--- config.mk ---
export PLATFORM = sky130hd
export DESIGN_NAME = gauss_jordan_mod_prime
export DESIGN_NICKNAME = d
export VERILOG_FILES = /design/src/rtl/core/gjm_pkg.sv /design/src/rtl/core/gauss_jordan_mod_prime.sv /design/src/rtl/core/gjm_modmul.sv
export SDC_FILE = /design/constraint.sdc
export NUM_CORES = 2
export LEC_CHECK = 0
export ABC_AREA = 1
export BUFFER_PORTS_ARGS = -buffer_cell sky130_fd_sc_hd__clkbuf_2
export CAP_MARGIN = 15
export CORE_MARGIN = 2
export CORE_UTILIZATION = 40
export DETAILED_ROUTE_END_ITERATION = 10
export PLACE_DENSITY = 0.59
export SLEW_MARGIN = 0
export SYNTH_ARGS = -nofsm -noshare
export SYNTH_HDL_FRONTEND = slang
export SYNTH_HIERARCHICAL = 1
export SYNTH_SLANG_ARGS = --single-unit
--- constraint.sdc ---
create_clock -name clk -period 11.02 [get_ports clk]
set_input_delay 1.102 -clock clk [delete_from_list [all_inputs] [get_ports clk]]
set_output_delay 1.102 -clock clk [all_outputs]
set_load 0.05 [all_outputs]
--- src/rtl/core/gjm_pkg.sv ---
`timescale 1ns / 1ps
// ----------------------------------------------------------------------------
// gjm_pkg
// shared types and constants of the gauss-jordan mod prime block
// ----------------------------------------------------------------------------
package gjm_pkg;

  localparam int VALUE_W = 31;
  localparam int IDX_W   = 2;
  localparam int DIM_W   = 3;
  localparam int MAX_DIM = 4;
  localparam int CNT_W   = 5;
  localparam int ADDR_W  = 2 * IDX_W;

  localparam logic [1:0] REG_PRIME = 2'd0;
  localparam logic [1:0] REG_ROWS  = 2'd1;
  localparam logic [1:0] REG_COLS  = 2'd2;

  localparam logic KIND_MATRIX = 1'b0;
  localparam logic KIND_PIVOT  = 1'b1;

  typedef struct packed {
    logic [IDX_W-1:0]   row_index;
    logic [IDX_W-1:0]   column_index;
    logic [VALUE_W-1:0] element_value;
    logic               load_done;
  } in_item_t;

  typedef struct packed {
    logic               entry_kind;
    logic [IDX_W-1:0]   out_row;
    logic [IDX_W-1:0]   out_column;
    logic [VALUE_W-1:0] out_value;
    logic [DIM_W-1:0]   matrix_rank;
    logic [VALUE_W-1:0] determinant;
    logic               final_result;
  } out_item_t;

  typedef struct packed {
    logic               go;
    logic [VALUE_W-1:0] a;
    logic [VALUE_W-1:0] b;
    logic [VALUE_W-1:0] p;
  } mm_req_t;

  typedef struct packed {
    logic               done;
    logic [VALUE_W-1:0] res;
  } mm_rsp_t;

endpackage

--- src/rtl/core/gauss_jordan_mod_prime.sv ---
`timescale 1ns / 1ps
// ----------------------------------------------------------------------------
// gauss_jordan_mod_prime
// gauss-jordan elimination of a small matrix over integers modulo a prime
// ----------------------------------------------------------------------------
// usage:
//   configure prime_modulus, row_count and column_count through cfg_we,
//   cfg_index and cfg_data while the block is idle.
//   a request is taken when start is high and busy is low; it writes one
//   element, reduced modulo the prime, into the 4x4 matrix memory.
//   a load runs its reduction through the shared 31-step bit-serial modular
//   multiplier; no new request is taken until the reduced element is written.
//   the request with load_done set starts the run: re-reduction, pivot
//   search, row swaps, scaling by the pivot inverse (square and multiply),
//   elimination below and above, and the diagonal determinant pass.
//   every modular product goes through the shared multiplier; the matrix
//   memory is read one word per cycle with registered data.
//   results are rows*cols matrix entries in row-major order, then cols pivot
//   list entries, each valid for one cycle on out_valid; the receiver cannot
//   stall. busy stays high until the last one.
//   reset restores the register defaults, clears rank and pivots, sets determinant to one.
// ----------------------------------------------------------------------------
module gauss_jordan_mod_prime (
  input  logic                        clk,
  input  logic                        rst_n,
  input  logic                        start,
  output logic                        busy,
  input  gjm_pkg::in_item_t           in_data,
  output logic                        out_valid,
  output gjm_pkg::out_item_t          out_data,
  input  logic                        cfg_we,
  input  logic [1:0]                  cfg_index,
  input  logic [gjm_pkg::VALUE_W-1:0] cfg_data
);

  typedef enum logic [5:0] {
    S_IDLE, S_LD_W, S_PRE, S_PRE_M, S_PRE_W, S_COL, S_SRCH, S_SRCH_Q,
    S_SWP, S_SWP_A, S_SWP_B, S_SWP_C, S_PIV, S_PIV_Q, S_INV, S_INV_AW,
    S_INV_B, S_INV_BW, S_SCL, S_SCL_M, S_SCL_W, S_DET_W, S_ELIM, S_ROW_F,
    S_ROW_FQ, S_ROW_J, S_ROW_M, S_ROW_W, S_ROW_S, S_BK, S_BK_K, S_DG,
    S_DG_M, S_DG_W, S_OUT, S_OUT_M, S_OUT_P
  } state_t;

  localparam int VW = gjm_pkg::VALUE_W;
  localparam int DW = gjm_pkg::DIM_W;
  localparam int IW = gjm_pkg::IDX_W;

  state_t           state_r;
  logic [VW-1:0]    prime_r;
  logic [DW-1:0]    rows_r;
  logic [DW-1:0]    cols_r;
  logic [IW-1:0]    pivot_r [gjm_pkg::MAX_DIM];
  logic [DW-1:0]    rank_r;
  logic [VW-1:0]    det_r;
  logic [DW-1:0]    i_r, j_r, k_r, s_r, bi_r;
  logic [IW-1:0]    piv_r, dst_r, src_r, col_r, ld_row_r, ld_col_r;
  logic             back_r, ld_done_r;
  logic [VW-1:0]    f_r, h_r, iv_r, base_r, acc_r, e_r, t_r, prod_r;
  logic             out_valid_r;
  gjm_pkg::out_item_t out_r;

  logic [VW-1:0]    mem [gjm_pkg::MAX_DIM * gjm_pkg::MAX_DIM];
  logic [VW-1:0]    mem_q_r;
  logic [gjm_pkg::ADDR_W-1:0] mem_addr;
  logic             mem_we;
  logic [VW-1:0]    mem_wd;

  gjm_pkg::mm_req_t mm_req;
  gjm_pkg::mm_rsp_t mm_rsp;

  logic [VW-1:0]    p_eff;
  logic [DW-1:0]    m_eff, n_eff, kk;
  logic [VW-1:0]    sub_res;
  logic [VW:0]      sub_wide;

  function automatic logic [gjm_pkg::ADDR_W-1:0] addr_of(input logic [IW-1:0] r,
                                                        input logic [IW-1:0] c);
    return {r, c};
  endfunction

  function automatic logic [DW-1:0] clamp_dim(input logic [DW-1:0] v);
    if (v == '0) return DW'(1);
    if (v > DW'(gjm_pkg::MAX_DIM)) return DW'(gjm_pkg::MAX_DIM);
    return v;
  endfunction

  assign p_eff = (prime_r < VW'(2)) ? VW'(2) : prime_r;
  assign m_eff = clamp_dim(rows_r);
  assign n_eff = clamp_dim(cols_r);
  assign kk    = (n_eff < m_eff) ? n_eff : m_eff;

  // modular subtract of the product from the stored entry
  always_comb begin
    if (mem_q_r >= prod_r) sub_wide = {1'b0, mem_q_r} - {1'b0, prod_r};
    else sub_wide = {1'b0, mem_q_r} + {1'b0, p_eff} - {1'b0, prod_r};
    sub_res = sub_wide[VW-1:0];
  end

  gjm_modmul u_modmul (
    .clk   (clk),
    .rst_n (rst_n),
    .req   (mm_req),
    .rsp   (mm_rsp)
  );

  // memory port and multiplier requests
  always_comb begin
    mem_addr  = '0;
    mem_we    = 1'b0;
    mem_wd    = mm_rsp.res;
    mm_req.go = 1'b0;
    mm_req.a  = mem_q_r;
    mm_req.b  = VW'(1);
    mm_req.p  = p_eff;
    case (state_r)
      S_IDLE: begin
        mm_req.go = start;
        mm_req.a  = in_data.element_value;
      end
      S_LD_W: begin
        mem_addr = addr_of(ld_row_r, ld_col_r);
        mem_we   = mm_rsp.done;
      end
      S_PRE:   mem_addr = addr_of(i_r[IW-1:0], j_r[IW-1:0]);
      S_PRE_M: mm_req.go = 1'b1;
      S_PRE_W: begin
        mem_addr = addr_of(i_r[IW-1:0], j_r[IW-1:0]);
        mem_we   = mm_rsp.done;
      end
      S_SRCH:  mem_addr = addr_of(i_r[IW-1:0], s_r[IW-1:0]);
      S_SWP:   mem_addr = addr_of(piv_r, j_r[IW-1:0]);
      S_SWP_A: mem_addr = addr_of(rank_r[IW-1:0], j_r[IW-1:0]);
      S_SWP_B: begin
        mem_addr = addr_of(piv_r, j_r[IW-1:0]);
        mem_we   = 1'b1;
        mem_wd   = mem_q_r;
      end
      S_SWP_C: begin
        mem_addr = addr_of(rank_r[IW-1:0], j_r[IW-1:0]);
        mem_we   = 1'b1;
        mem_wd   = t_r;
      end
      S_PIV: mem_addr = addr_of(rank_r[IW-1:0], s_r[IW-1:0]);
      S_INV: begin
        mm_req.go = (e_r != '0) && e_r[0];
        mm_req.a  = acc_r;
        mm_req.b  = base_r;
      end
      S_INV_B: begin
        mm_req.go = 1'b1;
        mm_req.a  = base_r;
        mm_req.b  = base_r;
      end
      S_SCL: begin
        mem_addr  = addr_of(rank_r[IW-1:0], j_r[IW-1:0]);
        mm_req.go = (j_r >= n_eff);
        mm_req.a  = det_r;
        mm_req.b  = h_r;
      end
      S_SCL_M: begin
        mm_req.go = 1'b1;
        mm_req.b  = iv_r;
      end
      S_SCL_W: begin
        mem_addr = addr_of(rank_r[IW-1:0], j_r[IW-1:0]);
        mem_we   = mm_rsp.done;
      end
      S_ROW_F: mem_addr = addr_of(dst_r, col_r);
      S_ROW_J: begin
        if (j_r >= n_eff) begin
          mem_addr = addr_of(dst_r, col_r);
          mem_we   = back_r;
          mem_wd   = '0;
        end else begin
          mem_addr = addr_of(src_r, j_r[IW-1:0]);
        end
      end
      S_ROW_M: begin
        mm_req.go = 1'b1;
        mm_req.a  = f_r;
        mm_req.b  = mem_q_r;
      end
      S_ROW_W: mem_addr = addr_of(dst_r, j_r[IW-1:0]);
      S_ROW_S: begin
        mem_addr = addr_of(dst_r, j_r[IW-1:0]);
        mem_we   = 1'b1;
        mem_wd   = sub_res;
      end
      S_DG: mem_addr = addr_of(i_r[IW-1:0], i_r[IW-1:0]);
      S_DG_M: begin
        mm_req.go = 1'b1;
        mm_req.a  = det_r;
        mm_req.b  = mem_q_r;
      end
      S_OUT: mem_addr = addr_of(i_r[IW-1:0], j_r[IW-1:0]);
      default: mem_addr = '0;
    endcase
  end

  always_ff @(posedge clk) begin
    if (mem_we) mem[mem_addr] <= mem_wd;
    mem_q_r <= mem[mem_addr];
  end

  always_ff @(posedge clk) begin
    if (!rst_n) begin
      state_r     <= S_IDLE;
      prime_r     <= VW'(2147483647);
      rows_r      <= DW'(4);
      cols_r      <= DW'(4);
      rank_r      <= '0;
      det_r       <= VW'(1);
      out_valid_r <= 1'b0;
      for (int q = 0; q < gjm_pkg::MAX_DIM; q++) pivot_r[q] <= '0;
    end else begin
      out_valid_r <= 1'b0;
      if (cfg_we) begin
        case (cfg_index)
          gjm_pkg::REG_PRIME: prime_r <= cfg_data;
          gjm_pkg::REG_ROWS:  rows_r  <= cfg_data[DW-1:0];
          gjm_pkg::REG_COLS:  cols_r  <= cfg_data[DW-1:0];
          default: ;
        endcase
      end
      case (state_r)
        S_IDLE: begin
          if (start) begin
            ld_row_r  <= in_data.row_index;
            ld_col_r  <= in_data.column_index;
            ld_done_r <= in_data.load_done;
            state_r   <= S_LD_W;
          end
        end
        S_LD_W: begin
          if (mm_rsp.done) begin
            if (ld_done_r) begin
              for (int q = 0; q < gjm_pkg::MAX_DIM; q++) pivot_r[q] <= '0;
              det_r   <= VW'(1);
              rank_r  <= '0;
              i_r     <= '0;
              j_r     <= '0;
              state_r <= S_PRE;
            end else begin
              state_r <= S_IDLE;
            end
          end
        end
        S_PRE:   state_r <= S_PRE_M;
        S_PRE_M: state_r <= S_PRE_W;
        S_PRE_W: begin
          if (mm_rsp.done) begin
            if (j_r + 1'b1 >= n_eff) begin
              j_r <= '0;
              i_r <= i_r + 1'b1;
              if (i_r + 1'b1 >= m_eff) begin
                s_r     <= '0;
                state_r <= S_COL;
              end else begin
                state_r <= S_PRE;
              end
            end else begin
              j_r     <= j_r + 1'b1;
              state_r <= S_PRE;
            end
          end
        end
        S_COL: begin
          if (s_r >= n_eff) begin
            bi_r    <= rank_r;
            state_r <= S_BK;
          end else begin
            i_r     <= rank_r;
            state_r <= S_SRCH;
          end
        end
        S_SRCH: begin
          if (i_r >= m_eff) begin
            s_r     <= s_r + 1'b1;
            state_r <= S_COL;
          end else begin
            state_r <= S_SRCH_Q;
          end
        end
        S_SRCH_Q: begin
          if (mem_q_r != '0) begin
            piv_r                   <= i_r[IW-1:0];
            pivot_r[rank_r[IW-1:0]] <= s_r[IW-1:0];
            j_r                     <= '0;
            state_r                 <= (i_r == rank_r) ? S_PIV : S_SWP;
          end else begin
            i_r     <= i_r + 1'b1;
            state_r <= S_SRCH;
          end
        end
        S_SWP:   state_r <= S_SWP_A;
        S_SWP_A: begin
          t_r     <= mem_q_r;
          state_r <= S_SWP_B;
        end
        S_SWP_B: state_r <= S_SWP_C;
        S_SWP_C: begin
          j_r <= j_r + 1'b1;
          if (j_r + 1'b1 >= n_eff) begin
            det_r   <= (det_r == '0) ? '0 : p_eff - det_r;
            state_r <= S_PIV;
          end else begin
            state_r <= S_SWP;
          end
        end
        S_PIV: state_r <= S_PIV_Q;
        S_PIV_Q: begin
          h_r <= mem_q_r;
          if (mem_q_r == VW'(1)) begin
            i_r     <= rank_r + 1'b1;
            state_r <= S_ELIM;
          end else begin
            base_r  <= mem_q_r;
            acc_r   <= VW'(1);
            e_r     <= p_eff - VW'(2);
            state_r <= S_INV;
          end
        end
        S_INV: begin
          if (e_r == '0) begin
            iv_r    <= acc_r;
            j_r     <= s_r;
            state_r <= S_SCL;
          end else if (e_r[0]) begin
            state_r <= S_INV_AW;
          end else begin
            state_r <= S_INV_B;
          end
        end
        S_INV_AW: begin
          if (mm_rsp.done) begin
            acc_r   <= mm_rsp.res;
            state_r <= S_INV_B;
          end
        end
        S_INV_B: state_r <= S_INV_BW;
        S_INV_BW: begin
          if (mm_rsp.done) begin
            base_r  <= mm_rsp.res;
            e_r     <= e_r >> 1;
            state_r <= S_INV;
          end
        end
        S_SCL:   state_r <= (j_r >= n_eff) ? S_DET_W : S_SCL_M;
        S_SCL_M: state_r <= S_SCL_W;
        S_SCL_W: begin
          if (mm_rsp.done) begin
            j_r     <= j_r + 1'b1;
            state_r <= S_SCL;
          end
        end
        S_DET_W: begin
          if (mm_rsp.done) begin
            det_r   <= mm_rsp.res;
            i_r     <= rank_r + 1'b1;
            state_r <= S_ELIM;
          end
        end
        S_ELIM: begin
          if (i_r >= m_eff) begin
            rank_r  <= rank_r + 1'b1;
            s_r     <= s_r + 1'b1;
            state_r <= S_COL;
          end else begin
            dst_r   <= i_r[IW-1:0];
            src_r   <= rank_r[IW-1:0];
            col_r   <= s_r[IW-1:0];
            back_r  <= 1'b0;
            state_r <= S_ROW_F;
          end
        end
        S_ROW_F: state_r <= S_ROW_FQ;
        S_ROW_FQ: begin
          f_r     <= mem_q_r;
          j_r     <= back_r ? {1'b0, col_r} + 1'b1 : {1'b0, col_r};
          state_r <= S_ROW_J;
        end
        S_ROW_J: begin
          if (j_r >= n_eff) begin
            if (back_r) begin
              k_r     <= k_r + 1'b1;
              state_r <= S_BK_K;
            end else begin
              i_r     <= i_r + 1'b1;
              state_r <= S_ELIM;
            end
          end else begin
            state_r <= S_ROW_M;
          end
        end
        S_ROW_M: state_r <= S_ROW_W;
        S_ROW_W: begin
          if (mm_rsp.done) begin
            prod_r  <= mm_rsp.res;
            state_r <= S_ROW_S;
          end
        end
        S_ROW_S: begin
          j_r     <= j_r + 1'b1;
          state_r <= S_ROW_J;
        end
        S_BK: begin
          if (bi_r <= DW'(1)) begin
            i_r     <= '0;
            state_r <= S_DG;
          end else begin
            src_r   <= IW'(bi_r - 1'b1);
            col_r   <= pivot_r[IW'(bi_r - 1'b1)];
            k_r     <= '0;
            state_r <= S_BK_K;
          end
        end
        S_BK_K: begin
          if (k_r >= bi_r - 1'b1) begin
            bi_r    <= bi_r - 1'b1;
            state_r <= S_BK;
          end else begin
            dst_r   <= k_r[IW-1:0];
            back_r  <= 1'b1;
            state_r <= S_ROW_F;
          end
        end
        S_DG: begin
          if (i_r >= kk) begin
            i_r     <= '0;
            j_r     <= '0;
            state_r <= S_OUT;
          end else begin
            state_r <= S_DG_M;
          end
        end
        S_DG_M: state_r <= S_DG_W;
        S_DG_W: begin
          if (mm_rsp.done) begin
            det_r   <= mm_rsp.res;
            i_r     <= i_r + 1'b1;
            state_r <= S_DG;
          end
        end
        S_OUT: state_r <= S_OUT_M;
        S_OUT_M: begin
          out_valid_r        <= 1'b1;
          out_r.entry_kind   <= gjm_pkg::KIND_MATRIX;
          out_r.out_row      <= i_r[IW-1:0];
          out_r.out_column   <= j_r[IW-1:0];
          out_r.out_value    <= mem_q_r;
          out_r.matrix_rank  <= rank_r;
          out_r.determinant  <= det_r;
          out_r.final_result <= 1'b0;
          if (j_r + 1'b1 >= n_eff) begin
            j_r <= '0;
            i_r <= i_r + 1'b1;
            state_r <= (i_r + 1'b1 >= m_eff) ? S_OUT_P : S_OUT;
          end else begin
            j_r     <= j_r + 1'b1;
            state_r <= S_OUT;
          end
        end
        S_OUT_P: begin
          out_valid_r        <= 1'b1;
          out_r.entry_kind   <= gjm_pkg::KIND_PIVOT;
          out_r.out_row      <= j_r[IW-1:0];
          out_r.out_column   <= '0;
          out_r.out_value    <= (j_r < rank_r) ? VW'(pivot_r[j_r[IW-1:0]]) : '0;
          out_r.matrix_rank  <= rank_r;
          out_r.determinant  <= det_r;
          out_r.final_result <= (j_r + 1'b1 >= n_eff);
          j_r                <= j_r + 1'b1;
          if (j_r + 1'b1 >= n_eff) state_r <= S_IDLE;
        end
        default: state_r <= S_IDLE;
      endcase
    end
  end

  assign busy      = (state_r != S_IDLE);
  assign out_valid = out_valid_r;
  assign out_data  = out_r;

endmodule

--- src/rtl/core/gjm_modmul.sv ---
`timescale 1ns / 1ps
// ----------------------------------------------------------------------------
// gjm_modmul
// bit-serial interleaved modular multiplier, one multiplier bit per cycle
// ----------------------------------------------------------------------------
module gjm_modmul (
  input  logic             clk,
  input  logic             rst_n,
  input  gjm_pkg::mm_req_t req,
  output gjm_pkg::mm_rsp_t rsp
);

  logic [gjm_pkg::VALUE_W-1:0] acc_r;
  logic [gjm_pkg::VALUE_W-1:0] a_r;
  logic [gjm_pkg::VALUE_W-1:0] b_r;
  logic [gjm_pkg::VALUE_W-1:0] p_r;
  logic [gjm_pkg::CNT_W-1:0]   cnt_r;
  logic                        run_r;
  logic                        done_r;
  logic [gjm_pkg::VALUE_W:0]   t1;
  logic [gjm_pkg::VALUE_W:0]   t1r;
  logic [gjm_pkg::VALUE_W+1:0] t2;
  logic [gjm_pkg::VALUE_W+1:0] t2r;

  always_comb begin
    t1  = {acc_r, 1'b0};
    t1r = (t1 >= {1'b0, p_r}) ? t1 - {1'b0, p_r} : t1;
    t2  = {1'b0, t1r} + (a_r[gjm_pkg::VALUE_W-1] ? {2'b00, b_r} : '0);
    t2r = (t2 >= {2'b00, p_r}) ? t2 - {2'b00, p_r} : t2;
  end

  always_ff @(posedge clk) begin
    if (!rst_n) begin
      run_r  <= 1'b0;
      done_r <= 1'b0;
      cnt_r  <= '0;
    end else begin
      done_r <= 1'b0;
      if (req.go) begin
        a_r   <= req.a;
        b_r   <= req.b;
        p_r   <= req.p;
        acc_r <= '0;
        cnt_r <= gjm_pkg::CNT_W'(gjm_pkg::VALUE_W);
        run_r <= 1'b1;
      end else if (run_r) begin
        acc_r <= t2r[gjm_pkg::VALUE_W-1:0];
        a_r   <= {a_r[gjm_pkg::VALUE_W-2:0], 1'b0};
        cnt_r <= cnt_r - 1'b1;
        if (cnt_r == gjm_pkg::CNT_W'(1)) begin
          run_r  <= 1'b0;
          done_r <= 1'b1;
        end
      end
    end
  end

  assign rsp.done = done_r;
  assign rsp.res  = acc_r;

endmodule

==> flow_summary_export.csv <==
group,metric,value,unit
run_status,status,"finished, final reports clean",
cells_and_area,fillers,14961,
synth,yosysSeqAreaShare,0.520,
global_route,grt_max_degree,187,
clocking,cts_buffers,121,
routing,ant_nets,0,
clocking,cts_root_buf,"clkbuf_16",
worst_setup_path,worstPathMaxFanout,62,
routing,drt_wl_total,233000,um
cells_and_area,area_growth,11.8,%
placed_design,dp_hpwl,163000,um
sta,worst_pin_slew,1.26,ns
routing,drc_errors,0,
cells_and_area,layout_commonest_cell,"nand2_1",
worst_setup_path,max_stage_delay,0.75,ns
placed_design,portBuffers,145,
worst_setup_path,cp.arrival,9.11,ns
sta,fin_setup_tns,0,ns
routing,route.vias.total,51861,
synth,post_synth.cell_area_avg,8.56,sq um
sta,setup_viol,0,
routing,routed-wl-met3,16500,um
synth,syn-cell-area,60900,sq um
synth,syn_nets,7454,
clocking,clk_latency,0.79,ns
routing,met2_length,106000,um
routing,wl_met1,97900,um
sta,maxSlewViolCount,0,
placed_design,pre_cts_ws,2.59,ns
die,die_w,394,um
sta,skew,0.0609,ns
synth,synth_cell_types,52,
cells_and_area,fin_util,0.450,
clocking,cts.htree.levels,3,
synth,synthArstFlopShare,0,
routing,drt_iter0_drc,5439,
cells_and_area,stdcell_count,9336,
clocking,cts_tree,"built",
global_route,grt_pass1_vias,49467,
routing,via_per_inst,5.55,
worst_setup_path,crit_required,11.54,ns
synth,yosys_warnings,6,
sta,layout_worst_path_cycle_share,0.779,
synth,synth_ff_type,"edfxtp_1",
sta,rsz0062_at_grt,"no",
die,rows,143,
synth,synthCells,7121,
routing,top_layer,"met5",
worst_setup_path,slowest_stage,"nand4_4",
placed_design,gp_congestion,0.990,
global_route,grt_pass1_wl,338000,um
worst_setup_path,endpoint_kind,"flip-flop",
worst_setup_path,start_kind,"flip-flop",
sta,min_period,8.59,ns
sta,slew_headroom,0.160,
die,ios,146,
power_and_ir_drop,p_leak,28.7,nW
power_and_ir_drop,vdd_drop_max,0.281,mV
cells_and_area,fin_nets,7529,
clocking,clock_tree.buffer_depth,3,
clocking,cts_hold_buf,0,
synth,synth_edf_count,976,
clocking,postCtsResizedCells,0,
worst_setup_path,path_class,"reg2reg",
sta,clock.fmax,0.116,GHz
worst_setup_path,cpMostUsedCell,"nand2_1",
global_route,antenna_found_initial,6,
synth,ys_seq_elements,1094,
sta,fin_ws,2.43,ns
cells_and_area,regMostFlops,"mem",
routing,wl_per_cell,24.9,um
flow_run,maxCapViolCount,0,
routing,firstDrtPassIters,6,
die,dieHeight,394,um
clocking,path_clk_slew,0.06,ns
clocking,cts_sinks,1094,
sta,hold_violations,0,
cells_and_area,final_cell_mix,"nand2_1, edfxtp_1, inv_1, nor2_1, a21oi_1",
global_route,overflow,0,
die,fp.dieArea,156000,sq um
min_path,hold_path_class,"reg2reg",
global_route,track_usage,0.293,
cells_and_area,largest_reg_flops,496,
power_and_ir_drop,power.density,293,nW/um^2
die,start_util,0.402,
cells_and_area,drive_gt1_frac,0.0718,
clocking,cts_setup_buffers,0,
die,core,152000,sq um
placed_design,placedCellCount,9102,
-- routing by layer --
layer  GRT usage  vias up
li1            -    24137
met1       0.394    25146
met2       0.469     2143
met3      0.0402      433
met4       0.136        2
met5           0        -
-- cell type report --
cell class | instances | area [sq um] | share of cell area
diodes | 4 | 10.0 | 0.000147
clock buffers | 166 | 3380 | 0.0496
clock inverters | 63 | 671 | 0.00984
inverters | 778 | 2920 | 0.0429
multi-input cells | 4948 | 25400 | 0.373
flip-flops and latches | 1094 | 31700 | 0.465
well taps | 2030 | 2540 | 0.0373
repair buffers | 253 | 1560 | 0.0229
-- stage by stage --
| stage | hold slack [ns] | cell area, sq um | power (mW) |
|---|---|---|---|
| floorplan | 0.427 | 60900 | 12.3 |
| global placement | 0.430 | 64100 | 15.7 |
| detailed placement | 0.434 | 64100 | 15.6 |
| CTS | 0.442 | 68100 | 19.8 |
| global route | 0.455 | 68200 | 21.2 |
| finish | 0.447 | 68200 | 20.0 |
-- critical path: cells and delay by family, from the launching register on --
| kind | cells | cell delay (ns) |
|---|---|---|
| AOI/OAI and AO/OA | 7 | 1.97 |
| xor gates and xnor gates | 1 | 0.26 |
| DFF | 1 | 0.57 |
| adders and majority gates | 3 | 1.15 |
| and+or+nand+nor | 21 | 3.85 |
| buffers and inverters | 2 | 0.40 |
-- worst paths after layout --
kind / start / endpoint / slack [ns] / cells past startpoint
max: u_modmul/acc_r[5] / u_modmul/acc_r[6] / 2.43 / 34
min: acc_r[17] / iv_r[17] / 0.45 / 0
max reg2reg: u_modmul/acc_r[5] / u_modmul/acc_r[6] / 2.43 / 34
min reg2reg: acc_r[17] / iv_r[17] / 0.45 / 0
-- power breakdown --
part           switching [mW]  internal, mW
combinational            6.92          2.93
sequential              0.628          5.31
clock                    1.77          2.40
total                    9.32          10.6
-- logic make-up (layout without fill, tap and decap cells) --
family / count (synthesis) / after routing / share of synthesized area
AND/OR/NAND/NOR: 3599 / 3599 / 0.245
flip-flops: 1094 / 1094 / 0.520
buffers and inverters: 1079 / 1260 / 0.0685
AO/OA/AOI/OAI: 941 / 941 / 0.0883
adder cells (fa/ha/maj): 260 / 260 / 0.0577
XOR/XNOR: 148 / 148 / 0.0213
other: 0 / 4 / 0
-- synth_stat cells (86+ instances only) --
master | count | area, sq um
nor2_1 | 500 | 1880
o21ai_0 | 290 | 1450
xor2_1 | 86 | 753
dfxtp_1 | 118 | 2360
nand4_1 | 314 | 1960
clkbuf_1 | 208 | 781
nand2_1 | 2422 | 9090
a21oi_1 | 378 | 1890
inv_1 | 754 | 2830
ha_1 | 225 | 2820
edfxtp_1 | 976 | 29300
nand3_1 | 229 | 1150
No activity file was read; power rests on OpenSTA's default activity.
